--- src/rtl/assert_macros.svh ---
// ---------------------------------------------------------------------------
// assert_macros.svh
// Shared assertion macros, clocked on aclk and muted while aresetn is low.
// ---------------------------------------------------------------------------
`ifndef ASSERT_MACROS_SVH
`define ASSERT_MACROS_SVH

// Implication or plain check, sampled at the rising clock edge
`define ASSERT_CLK(label, prop, msg) \
    label: assert property (@(posedge aclk) disable iff (!aresetn) prop) else $error(msg);

// Condition must never hold
`define ASSERT_NEVER(label, cond, msg) \
    label: assert property (@(posedge aclk) disable iff (!aresetn) !(cond)) else $error(msg);

`endif

--- src/rtl/ksa_pkg.sv ---
// ---------------------------------------------------------------------------
// ksa_pkg
// Types and constants shared by the knob setpoint adjuster modules.
// ---------------------------------------------------------------------------
`default_nettype none

package ksa_pkg;

    // Item kinds on the input stream (tuser)
    localparam logic OP_TICK = 1'b0;
    localparam logic OP_EDGE = 1'b1;

    // Knob direction
    localparam logic DIR_INC = 1'b0;
    localparam logic DIR_DEC = 1'b1;

    // Quantity selector on the input
    localparam logic [1:0] MODE_SPEED_A = 2'd0;
    localparam logic [1:0] MODE_SPEED_B = 2'd1;
    localparam logic [1:0] MODE_TEMP    = 2'd2;
    localparam logic [1:0] MODE_TIME    = 2'd3;

    // Quantity code on the result stream
    typedef enum logic [1:0] {
        QTY_SPEED = 2'd0,
        QTY_TEMP  = 2'd1,
        QTY_TIME  = 2'd2
    } quantity_t;

    // Configuration register indexes
    typedef enum logic [2:0] {
        REG_SPEED_MAX      = 3'd0,
        REG_SPEED_MIN      = 3'd1,
        REG_TEMP_MAX       = 3'd2,
        REG_TEMP_MIN       = 3'd3,
        REG_TIME_MAX       = 3'd4,
        REG_TIME_MIN       = 3'd5,
        REG_FAST_THRESHOLD = 3'd6
    } cfg_reg_t;

    localparam int CFG_ADDR_W = 3;
    localparam int CFG_DATA_W = 16;
    localparam int LIMIT_W    = 16;
    localparam int RATE_W     = 8;
    localparam int TICK_W     = 7;

    // Register reset values
    localparam logic [LIMIT_W-1:0] RST_SPEED_MAX = 16'd1500;
    localparam logic [LIMIT_W-1:0] RST_SPEED_MIN = 16'd100;
    localparam logic [LIMIT_W-1:0] RST_TEMP_MAX  = 16'd3500;
    localparam logic [LIMIT_W-1:0] RST_TEMP_MIN  = 16'd0;
    localparam logic [LIMIT_W-1:0] RST_TIME_MAX  = 16'd35940;
    localparam logic [LIMIT_W-1:0] RST_TIME_MIN  = 16'd0;
    localparam logic [RATE_W-1:0]  RST_FAST_THR  = 8'd10;

    // Step sizes and special values
    localparam logic [LIMIT_W-1:0] STEP_SPEED_FINE   = 16'd10;
    localparam logic [LIMIT_W-1:0] STEP_SPEED_COARSE = 16'd30;
    localparam logic [LIMIT_W-1:0] STEP_TEMP_LOW     = 16'd5;
    localparam logic [LIMIT_W-1:0] STEP_TEMP_HIGH    = 16'd10;
    localparam logic [LIMIT_W-1:0] STEP_TEMP_COARSE  = 16'd20;
    localparam logic [LIMIT_W-1:0] STEP_TIME_FINE    = 16'd60;
    localparam logic [LIMIT_W-1:0] STEP_TIME_COARSE  = 16'd300;
    localparam logic [LIMIT_W-1:0] SPEED_JUMP        = 16'd100;
    localparam logic [LIMIT_W-1:0] TEMP_BREAK        = 16'd1000;

    localparam logic [RATE_W-1:0] EDGE_COUNT_MAX = 8'd255;

    // Configuration as seen by the datapath
    typedef struct packed {
        logic [LIMIT_W-1:0] speed_ceil;
        logic [LIMIT_W-1:0] speed_floor;
        logic [LIMIT_W-1:0] temp_ceil;
        logic [LIMIT_W-1:0] temp_floor;
        logic [LIMIT_W-1:0] dur_ceil;
        logic [LIMIT_W-1:0] dur_floor;
        logic [RATE_W-1:0]  fast_threshold;
    } ksa_cfg_t;

endpackage

`default_nettype wire

--- src/rtl/ksa_cfg_regs.sv ---
// ---------------------------------------------------------------------------
// ksa_cfg_regs
// Write-only configuration register file: clamps and the fast threshold.
// ---------------------------------------------------------------------------
`default_nettype none

module ksa_cfg_regs
    import ksa_pkg::*;
(
    input  wire logic                  aclk,
    input  wire logic                  aresetn,
    input  wire logic                  cfg_wr_en,
    input  wire logic [CFG_ADDR_W-1:0] cfg_addr,
    input  wire logic [CFG_DATA_W-1:0] cfg_wdata,
    output ksa_cfg_t                   cfg
);

    ksa_cfg_t cfg_reg;
    ksa_cfg_t cfg_next;

    // Address decode; indexes past the list are dropped
    always_comb begin
        cfg_next = cfg_reg;
        if (cfg_wr_en) begin
            unique case (cfg_reg_t'(cfg_addr))
                REG_SPEED_MAX:      cfg_next.speed_ceil     = cfg_wdata;
                REG_SPEED_MIN:      cfg_next.speed_floor    = cfg_wdata;
                REG_TEMP_MAX:       cfg_next.temp_ceil      = cfg_wdata;
                REG_TEMP_MIN:       cfg_next.temp_floor     = cfg_wdata;
                REG_TIME_MAX:       cfg_next.dur_ceil       = cfg_wdata;
                REG_TIME_MIN:       cfg_next.dur_floor      = cfg_wdata;
                REG_FAST_THRESHOLD: cfg_next.fast_threshold = cfg_wdata[RATE_W-1:0];
                default:            cfg_next = cfg_reg;
            endcase
        end
    end

    always_ff @(posedge aclk) begin
        if (!aresetn) begin
            cfg_reg.speed_ceil     <= RST_SPEED_MAX;
            cfg_reg.speed_floor    <= RST_SPEED_MIN;
            cfg_reg.temp_ceil      <= RST_TEMP_MAX;
            cfg_reg.temp_floor     <= RST_TEMP_MIN;
            cfg_reg.dur_ceil       <= RST_TIME_MAX;
            cfg_reg.dur_floor      <= RST_TIME_MIN;
            cfg_reg.fast_threshold <= RST_FAST_THR;
        end else begin
            cfg_reg <= cfg_next;
        end
    end

    assign cfg = cfg_reg;

endmodule

`default_nettype wire

--- src/rtl/ksa_rate_meter.sv ---
// ---------------------------------------------------------------------------
// ksa_rate_meter
// Counts knob edges and latches the count as the rate once per tick window.
// ---------------------------------------------------------------------------
`default_nettype none

module ksa_rate_meter
    import ksa_pkg::*;
#(
    parameter int TICKS_PER_WINDOW = 100
) (
    input  wire logic              aclk,
    input  wire logic              aresetn,
    input  wire logic              tick_en,
    input  wire logic              edge_en,
    output logic [RATE_W-1:0]      knob_rate
);

    localparam logic [TICK_W:0] WINDOW_END = (TICK_W+1)'(TICKS_PER_WINDOW);

    logic [TICK_W-1:0] tick_count_reg, tick_count_next;
    logic [RATE_W-1:0] edge_count_reg, edge_count_next;
    logic [RATE_W-1:0] knob_rate_reg,  knob_rate_next;
    logic [TICK_W:0]   tick_inc;

    // Window counter and edge counter update
    always_comb begin
        tick_count_next = tick_count_reg;
        edge_count_next = edge_count_reg;
        knob_rate_next  = knob_rate_reg;
        tick_inc        = {1'b0, tick_count_reg} + 1'b1;
        if (tick_en) begin
            if (tick_inc >= WINDOW_END) begin
                knob_rate_next  = edge_count_reg;
                edge_count_next = '0;
                tick_count_next = '0;
            end else begin
                tick_count_next = tick_inc[TICK_W-1:0];
            end
        end else if (edge_en && edge_count_reg != EDGE_COUNT_MAX) begin
            // saturates at full scale
            edge_count_next = edge_count_reg + 1'b1;
        end
    end

    always_ff @(posedge aclk) begin
        if (!aresetn) begin
            tick_count_reg <= '0;
            edge_count_reg <= '0;
            knob_rate_reg  <= '0;
        end else begin
            tick_count_reg <= tick_count_next;
            edge_count_reg <= edge_count_next;
            knob_rate_reg  <= knob_rate_next;
        end
    end

    assign knob_rate = knob_rate_reg;

endmodule

`default_nettype wire

--- src/rtl/ksa_setpoint_unit.sv ---
// ---------------------------------------------------------------------------
// ksa_setpoint_unit
// Per-slot speed, temperature and time setpoints with step and clamp logic.
// ---------------------------------------------------------------------------
`default_nettype none

module ksa_setpoint_unit
    import ksa_pkg::*;
#(
    parameter int SLOTS      = 4,
    parameter int VALUE_BITS = 16
) (
    input  wire logic                  aclk,
    input  wire logic                  aresetn,
    input  wire logic                  upd_en,
    input  wire logic [1:0]            slot,
    input  wire logic [1:0]            mode,
    input  wire logic                  dir,
    input  wire logic                  coarse,
    input  ksa_cfg_t                   cfg,
    output quantity_t                  quantity,
    output logic [VALUE_BITS-1:0]      new_value
);

    localparam int SIDX_W = (SLOTS > 1) ? $clog2(SLOTS) : 1;
    localparam int SWIDE_W = (SIDX_W > 2) ? SIDX_W : 2;
    // working width: covers value plus largest step, with a sign bit
    localparam int EW = ((VALUE_BITS > LIMIT_W) ? VALUE_BITS : LIMIT_W) + 2;

    logic [VALUE_BITS-1:0] speed_reg [SLOTS];
    logic [VALUE_BITS-1:0] temp_reg  [SLOTS];
    logic [VALUE_BITS-1:0] time_reg  [SLOTS];

    logic [SWIDE_W-1:0]     slot_wide;
    logic [SIDX_W-1:0]      idx;
    logic [VALUE_BITS-1:0]  cur;
    logic [LIMIT_W-1:0]     step16, hi16, lo16;
    logic signed [EW-1:0]   v, step, hi, lo, sum, diff, r;
    logic signed [EW-1:0]   top;
    logic [VALUE_BITS-1:0]  fit;

    assign slot_wide = SWIDE_W'(slot);
    assign idx       = slot_wide[SIDX_W-1:0];
    assign top       = {{(EW-VALUE_BITS){1'b0}}, {VALUE_BITS{1'b1}}};

    // Select quantity, current value, step and limits
    always_comb begin
        case (mode) inside
            MODE_SPEED_A, MODE_SPEED_B: begin
                quantity = QTY_SPEED;
                cur      = speed_reg[idx];
                step16   = coarse ? STEP_SPEED_COARSE : STEP_SPEED_FINE;
                hi16     = cfg.speed_ceil;
                lo16     = cfg.speed_floor;
            end
            MODE_TEMP: begin
                quantity = QTY_TEMP;
                cur      = temp_reg[idx];
                if (coarse) begin
                    step16 = STEP_TEMP_COARSE;
                end else if ({{(EW-VALUE_BITS){1'b0}}, temp_reg[idx]} <
                             {{(EW-LIMIT_W){1'b0}}, TEMP_BREAK}) begin
                    step16 = STEP_TEMP_LOW;
                end else begin
                    step16 = STEP_TEMP_HIGH;
                end
                hi16     = cfg.temp_ceil;
                lo16     = cfg.temp_floor;
            end
            default: begin
                quantity = QTY_TIME;
                cur      = time_reg[idx];
                step16   = coarse ? STEP_TIME_COARSE : STEP_TIME_FINE;
                hi16     = cfg.dur_ceil;
                lo16     = cfg.dur_floor;
            end
        endcase
    end

    assign v    = {{(EW-VALUE_BITS){1'b0}}, cur};
    assign step = {{(EW-LIMIT_W){1'b0}}, step16};
    assign hi   = {{(EW-LIMIT_W){1'b0}}, hi16};
    assign lo   = {{(EW-LIMIT_W){1'b0}}, lo16};
    assign sum  = v + step;
    assign diff = v - step;

    // Step and clamp
    always_comb begin
        if (quantity == QTY_SPEED) begin
            if (dir == DIR_INC) begin
                // a stopped speed jumps straight to the jump value
                r = (cur == '0) ? {{(EW-LIMIT_W){1'b0}}, SPEED_JUMP} : sum;
                if (r > hi) r = hi;
            end else begin
                r = (diff < lo) ? '0 : diff;
            end
        end else begin
            if (dir == DIR_INC) begin
                r = (sum > hi) ? hi : sum;
            end else begin
                r = (diff <= lo) ? lo : diff;
            end
        end
    end

    // Fit to the stored width
    always_comb begin
        if (r < 0) begin
            fit = '0;
        end else if (r > top) begin
            fit = {VALUE_BITS{1'b1}};
        end else begin
            fit = r[VALUE_BITS-1:0];
        end
    end

    assign new_value = fit;

    // Setpoint write-back
    always_ff @(posedge aclk) begin
        if (!aresetn) begin
            for (int i = 0; i < SLOTS; i++) begin
                speed_reg[i] <= '0;
                temp_reg[i]  <= '0;
                time_reg[i]  <= '0;
            end
        end else if (upd_en) begin
            case (quantity)
                QTY_SPEED: speed_reg[idx] <= fit;
                QTY_TEMP:  temp_reg[idx]  <= fit;
                default:   time_reg[idx]  <= fit;
            endcase
        end
    end

endmodule

`default_nettype wire

--- src/rtl/knob_setpoint_adjuster_core.sv ---
// ---------------------------------------------------------------------------
// knob_setpoint_adjuster_core
// Knob rate measurement and per-slot setpoint stepping over stream ports.
// ---------------------------------------------------------------------------
// Path: an accepted item passes through the input register, then the result
//   register; ticks and out-of-range slots give no result.
// Throughput: one item per cycle while the result side is not stalled; the setpoint
//   read-modify-write of the slot table completes in the cycle between the two registers.
// Reset: synchronous, active low; clears counters, rate, all setpoints and
//   loads the default clamps and threshold. No clearing pass is needed.
`default_nettype none
`include "assert_macros.svh"

module knob_setpoint_adjuster_core
    import ksa_pkg::*;
#(
    parameter int SLOTS            = 4,
    parameter int TICKS_PER_WINDOW = 100,
    parameter int VALUE_BITS       = 16
) (
    input  wire logic                  aclk,
    input  wire logic                  aresetn,
    // configuration
    input  wire logic                  cfg_wr_en,
    input  wire logic [CFG_ADDR_W-1:0] cfg_addr,
    input  wire logic [CFG_DATA_W-1:0] cfg_wdata,
    // input stream
    input  wire logic                  s_tvalid,
    output logic                       s_tready,
    input  wire logic [7:0]            s_tdata,   // direction, slot[1:0], mode[1:0], zeros
    input  wire logic [0:0]            s_tuser,   // op
    // result stream
    output logic                       m_tvalid,
    input  wire logic                  m_tready,
    output logic [23:0]                m_tdata,   // slot_out[1:0], new_value[15:0], coarse, zeros
    output logic [1:0]                 m_tuser    // quantity
);

    ksa_cfg_t cfg;

    logic       in_valid_reg, in_valid_next;
    logic       in_op_reg, in_dir_reg;
    logic [1:0] in_slot_reg, in_mode_reg;

    logic       m_tvalid_reg, m_tvalid_next;
    logic [1:0] out_slot_reg, out_qty_reg;
    logic [LIMIT_W-1:0] out_value_reg;
    logic       out_coarse_reg;

    logic [RATE_W-1:0]     knob_rate;
    logic                  coarse;
    logic                  slot_ok;
    logic                  has_result;
    logic                  out_free;
    logic                  adv;
    logic                  in_take;
    quantity_t             quantity;
    logic [VALUE_BITS-1:0] new_value;

    ksa_cfg_regs u_cfg (
        .aclk      (aclk),
        .aresetn   (aresetn),
        .cfg_wr_en (cfg_wr_en),
        .cfg_addr  (cfg_addr),
        .cfg_wdata (cfg_wdata),
        .cfg       (cfg)
    );

    // Handshake and stage advance
    assign slot_ok    = ({30'd0, in_slot_reg} < 32'(SLOTS));
    assign has_result = (in_op_reg == OP_EDGE) && slot_ok;
    assign out_free   = !m_tvalid_reg || m_tready;
    assign adv        = in_valid_reg && (!has_result || out_free);
    assign s_tready   = !in_valid_reg || adv;
    assign in_take    = s_tvalid && s_tready;
    assign coarse     = (knob_rate >= cfg.fast_threshold);

    ksa_rate_meter #(
        .TICKS_PER_WINDOW (TICKS_PER_WINDOW)
    ) u_rate (
        .aclk      (aclk),
        .aresetn   (aresetn),
        .tick_en   (adv && in_op_reg == OP_TICK),
        .edge_en   (adv && in_op_reg == OP_EDGE),
        .knob_rate (knob_rate)
    );

    ksa_setpoint_unit #(
        .SLOTS      (SLOTS),
        .VALUE_BITS (VALUE_BITS)
    ) u_setpt (
        .aclk      (aclk),
        .aresetn   (aresetn),
        .upd_en    (adv && has_result),
        .slot      (in_slot_reg),
        .mode      (in_mode_reg),
        .dir       (in_dir_reg),
        .coarse    (coarse),
        .cfg       (cfg),
        .quantity  (quantity),
        .new_value (new_value)
    );

    // Input register
    assign in_valid_next = in_take || (in_valid_reg && !adv);

    always_ff @(posedge aclk) begin
        if (!aresetn) begin
            in_valid_reg <= 1'b0;
        end else begin
            in_valid_reg <= in_valid_next;
        end
    end

    always_ff @(posedge aclk) begin
        if (in_take) begin
            in_op_reg   <= s_tuser[0];
            in_dir_reg  <= s_tdata[0];
            in_slot_reg <= s_tdata[2:1];
            in_mode_reg <= s_tdata[4:3];
        end
    end

    // Result register
    always_comb begin
        m_tvalid_next = m_tvalid_reg;
        if (adv && has_result) begin
            m_tvalid_next = 1'b1;
        end else if (m_tready) begin
            m_tvalid_next = 1'b0;
        end
    end

    always_ff @(posedge aclk) begin
        if (!aresetn) begin
            m_tvalid_reg <= 1'b0;
        end else begin
            m_tvalid_reg <= m_tvalid_next;
        end
    end

    always_ff @(posedge aclk) begin
        if (adv && has_result) begin
            out_slot_reg   <= in_slot_reg;
            out_qty_reg    <= quantity;
            out_value_reg  <= LIMIT_W'(new_value);
            out_coarse_reg <= coarse;
        end
    end

    assign m_tvalid = m_tvalid_reg;
    assign m_tdata  = {5'd0, out_coarse_reg, out_value_reg, out_slot_reg};
    assign m_tuser  = out_qty_reg;

    // Checks
    `ASSERT_CLK(a_result_from_edge,
        $rose(m_tvalid_reg) |-> $past(adv && in_op_reg == OP_EDGE),
        "result raised without an advancing knob edge")
    `ASSERT_NEVER(a_no_overwrite,
        m_tvalid_reg && !m_tready && in_valid_reg && has_result && adv,
        "pending result would be overwritten")
    `ASSERT_CLK(a_ready_when_empty,
        !in_valid_reg |-> s_tready,
        "input refused while input register is empty")

endmodule

`default_nettype wire

--- config.mk ---
export PLATFORM = sky130hd
export DESIGN_NAME = knob_setpoint_adjuster_core
export DESIGN_NICKNAME = d
export VERILOG_FILES = /design/src/rtl/ksa_pkg.sv /design/src/rtl/ksa_cfg_regs.sv /design/src/rtl/ksa_rate_meter.sv /design/src/rtl/ksa_setpoint_unit.sv /design/src/rtl/knob_setpoint_adjuster_core.sv
export VERILOG_INCLUDE_DIRS = /design/src /design/src/rtl
export SDC_FILE = /design/constraint.sdc
export NUM_CORES = 1
export LEC_CHECK = 0
export BUFFER_PORTS_ARGS = -buffer_cell sky130_fd_sc_hd__clkbuf_2
export CORE_ASPECT_RATIO = 0.8
export CORE_MARGIN = 2
export CORE_UTILIZATION = 30
export CTS_CLUSTER_SIZE = 16
export DETAILED_ROUTE_END_ITERATION = 16
export PLACE_DENSITY = 0.45
export SLEW_MARGIN = 30
export SYNTH_ARGS = -nofsm -noshare
export SYNTH_HDL_FRONTEND = slang
export SYNTH_SLANG_ARGS = --single-unit
--- constraint.sdc ---
create_clock -name aclk -period 8.61 [get_ports aclk]
set_input_delay 0.4305 -clock aclk [delete_from_list [all_inputs] [get_ports aclk]]
set_output_delay 0.4305 -clock aclk [all_outputs]
set_load 0.01 [all_outputs]
==> impl_metrics.yaml <==
global_routing:
  grt_pass1_vias: 14730
  grt_remaining_overflow: 0
  antenna_found_initial: 1
  gr-usage-all-layers_pct: 19.63
  grt_pass1_wl_um: 96250
  grt_max_degree: 87
cts:
  hold_buffers: 0
  clock-sinks: 350
  clk_pin_slew_worst_paths_ns: 0.06
  cts_root_buffer: "clkbuf_16"
  cts_tree: "built"
  clkLatencyLatePin_ns: 0.59
  cts_buffers: 41
  cts_resized: 0
  clock_path_buffers: 3
  h-tree-depth: 2
  post_cts_buffers: 0
detailed_routing:
  drtPass1Iterations: 5
  routed_wl_um: 64650
  drcViolationCount: 0
  wl_per_cell_um: 22.76
  dr_total_vias: 15020
  drtAntennaViolNets: 0
  drtIter0Drc: 1283
  viasPerCell: 5.288
pwr:
  comb_power_share_pct: 23.5
  pwr-share-seq_pct: 40.1
  switching_share_pct: 31.81
  p_switching_mw: 1.484
  p_int_mw: 3.180
  vdd_ir_drop_max_uv: 140.8
  finalPower_mw: 4.664
  clockPowerShare_pct: 36.4
  power_density_mw_per_mm2: 215.3
  leakagePower_nw: 8.356
timing:
  fmax_mhz: 125.8
  setup_viol: 0
  hold_viol: 0
  slew_viol_final: 0
  fin_crit_ns: 7.947
  worst_slew_pin_slew_ns: 0.9893
  rsz0062_at_grt: "false"
  relSlewSlack_pct: 33.88
  fin_setup_tns_ns: 0
  timing.final.crit_share_pct: 92.30
  clock_skew_ns: 0.03469
floorplan:
  ios: 61
  die_w_um: 285.7
  die-area_mm2: 0.06551
  fp-row-count: 82
  core_area_mm2: 0.06269
  die_y_um: 229.3
  initial_utilization_pct: 30.37
synthesis:
  syn_inst: 1921
  synthArstFlopShare_pct: 0
  ys_seq_elements: 350
  synth_ff_type: "edfxtp_1"
  avgSynthCellArea_um2: 9.912
  synth.yosys.seq_area_share_pct: 48.31
  synth_top_area_share_pct: 34.54
  yosysTopAreaCell: "edfxtp_1"
  yosys_warnings: 0
  yosys-top-cells-area: "edfxtp_1, dfxtp_1, nand2_1"
  synth_edf_count: 219
  syn-cell-area_mm2: 0.01904
  synth_most_common_cell: "nand2_1"
  netlist_top_cells_count: "nand2_1, nor2_1, edfxtp_1"
  synth_cell_type_count: 85
critical_path:
  worst_path_largest_cell_delay_ns: 0.37
  crit_type: "register to register"
  worstSetupStartpointType: "register"
  crit_top_cell: "a21o_1"
  required_ns: 8.97
  cp.buffers_inverters: 5
  arrival_ns: 8.31
  end_kind: "register"
  cp_slowest_cell: "nor2_2"
  crit_family: "compound AO/OA/AOI/OAI gates"
  crit_path_max_fanout: 13
finish:
  drive_gt1_share_pct: 13.35
  nets: 2081
  antennaDiodeCount: 0
  areaGrowthSynthToFinish_pct: 13.77
  largest_reg_flops: 104
placement:
  port_buffers: 52
  place.gp.congestion: 0.8826
  dp_hpwl_um: 45860
run_status:
  status: "finished clean"
min_path:
  min_path_type: "input port to register"
flow_run:
  maxCapViolations: 0
==> cell usage in the layout, fill, tap and decap left out, types with 7 or more instances in the layout <==
master     netlist  routed
nor3_1          78      76
nor4_1          14      14
and3_1          10      10
o211ai_1        17      17
xor2_1           7       7
or4_1            7       7
nand2b_1        16      16
clkbuf_8         0       8
edfxtp_1       219     219
buf_4            9      63
xnor2_1         20      20
o22ai_1         13      13
ha_1            75      75
a31oi_1         13      13
nand3_1         61      61
nand2_1        288     285
nor2_1         236     234
o21a_1          11      11
a211oi_1        10      10
a21o_1          18      18
mux2i_1         80      80
nor2b_1         29      29
clkbuf_16        0      41
and2_1          16      16
clkbuf_2         0      51
nand4_1         14      14
a22oi_1          8       8
mux4_2          24      24
clkbuf_1        67      12
dfxtp_1        131     129
o31ai_1         10       9
inv_1           58      57
mux2_2          17      17
o21ai_0         40      36
a21oi_1         69      69
a21boi_0        85      85
a211o_1          8       8
==> layer usage <==
layer | wire (um) | up-vias | global-route usage (%)
met2 | 27000 | 471 | 28.33
met4 | 1433 | 2 | 5.301
met3 | 5004 | 91 | 4.542
met1 | 31200 | 7409 | 29.13
met5 | 13 | - | 0
li1 | - | 7046 | -
==> worst register-to-register path, delay by kind of cell (launching register included) <==
family,cells,cell delay [ns]
and+or+nand+nor,6,1.44
AOI/OAI and AO/OA,19,3.97
buffers and inverters,5,0.59
DFF,1,0.33
xor gates and xnor gates,1,0.24
adders and majority gates,4,1.17
==> path summary, 6_finish.rpt <==
check                                    from                                    to  slack [ns]  depth (start not counted)
max reg2reg  u_rate.knob_rate[0]$_SDFFE_PN0P_  u_setpt.time_reg[1][8]$_SDFFCE_PN0P_        0.66                         35
max          u_rate.knob_rate[0]$_SDFFE_PN0P_  u_setpt.time_reg[1][8]$_SDFFCE_PN0P_        0.66                         35
min reg2reg        u_cfg.cfg[87]$_SDFFE_PN0P_            u_cfg.cfg[87]$_SDFFE_PN0P_        0.46                          2
min                                   s_tuser                  has_result$_DFFE_PP_        0.04                          1
==> area by class of cell <==
cell class	instances	area (um^2)
fillers	6356	41030
flip-flops and latches	350	9204
multi-input cells	1404	9154
clock buffers	61	1181
well taps	840	1051
repair buffers	116	753.2
inverters	58	217.7
clock inverters	11	101.3
==> kinds of logic after synthesis <==
logic type | Yosys count | share of synthesized area [%]
AO/OA/AOI/OAI | 368 | 13.94
XOR/XNOR | 27 | 1.242
adder cells (fa/ha/maj) | 77 | 5.139
buffers and inverters | 171 | 4.015
flip-flops | 350 | 48.31
multiplexers | 123 | 8.227
other | 1 | 0.01969
AND/OR/NAND/NOR | 804 | 19.10
==> power by group through the flow <==
stage | clock network, mW | logic [mW] | registers [mW]
2_1_floorplan | 0 | 0.680 | 1.89
3_3_place_gp | 0 | 1.07 | 1.91
3_5_place_dp | 0 | 1.07 | 1.91
4_1_cts | 1.74 | 1.08 | 1.87
5_1_grt | 1.80 | 1.18 | 1.88
6_report | 1.70 | 1.09 | 1.87
==> metrics by stage <==
stage | hold slack (ns) | std cells | utilization (%) | area [um^2] | worst slack (ns)
2_1_floorplan | 0.4401 | 1925 | - | 19060 | 1.326
3_3_place_gp | 0.4501 | 2767 | 32.46 | 20350 | 0.7141
3_5_place_dp | 0.4535 | 2767 | 32.49 | 20360 | 0.4931
4_1_cts | 0.01189 | 2839 | 34.53 | 21650 | 0.4737
5_1_grt | 0.02754 | 2840 | 34.56 | 21660 | 0.07147
6_report | 0.03967 | 2840 | 34.56 | 21660 | 0.6634
Power figures use the tool's default switching activity.
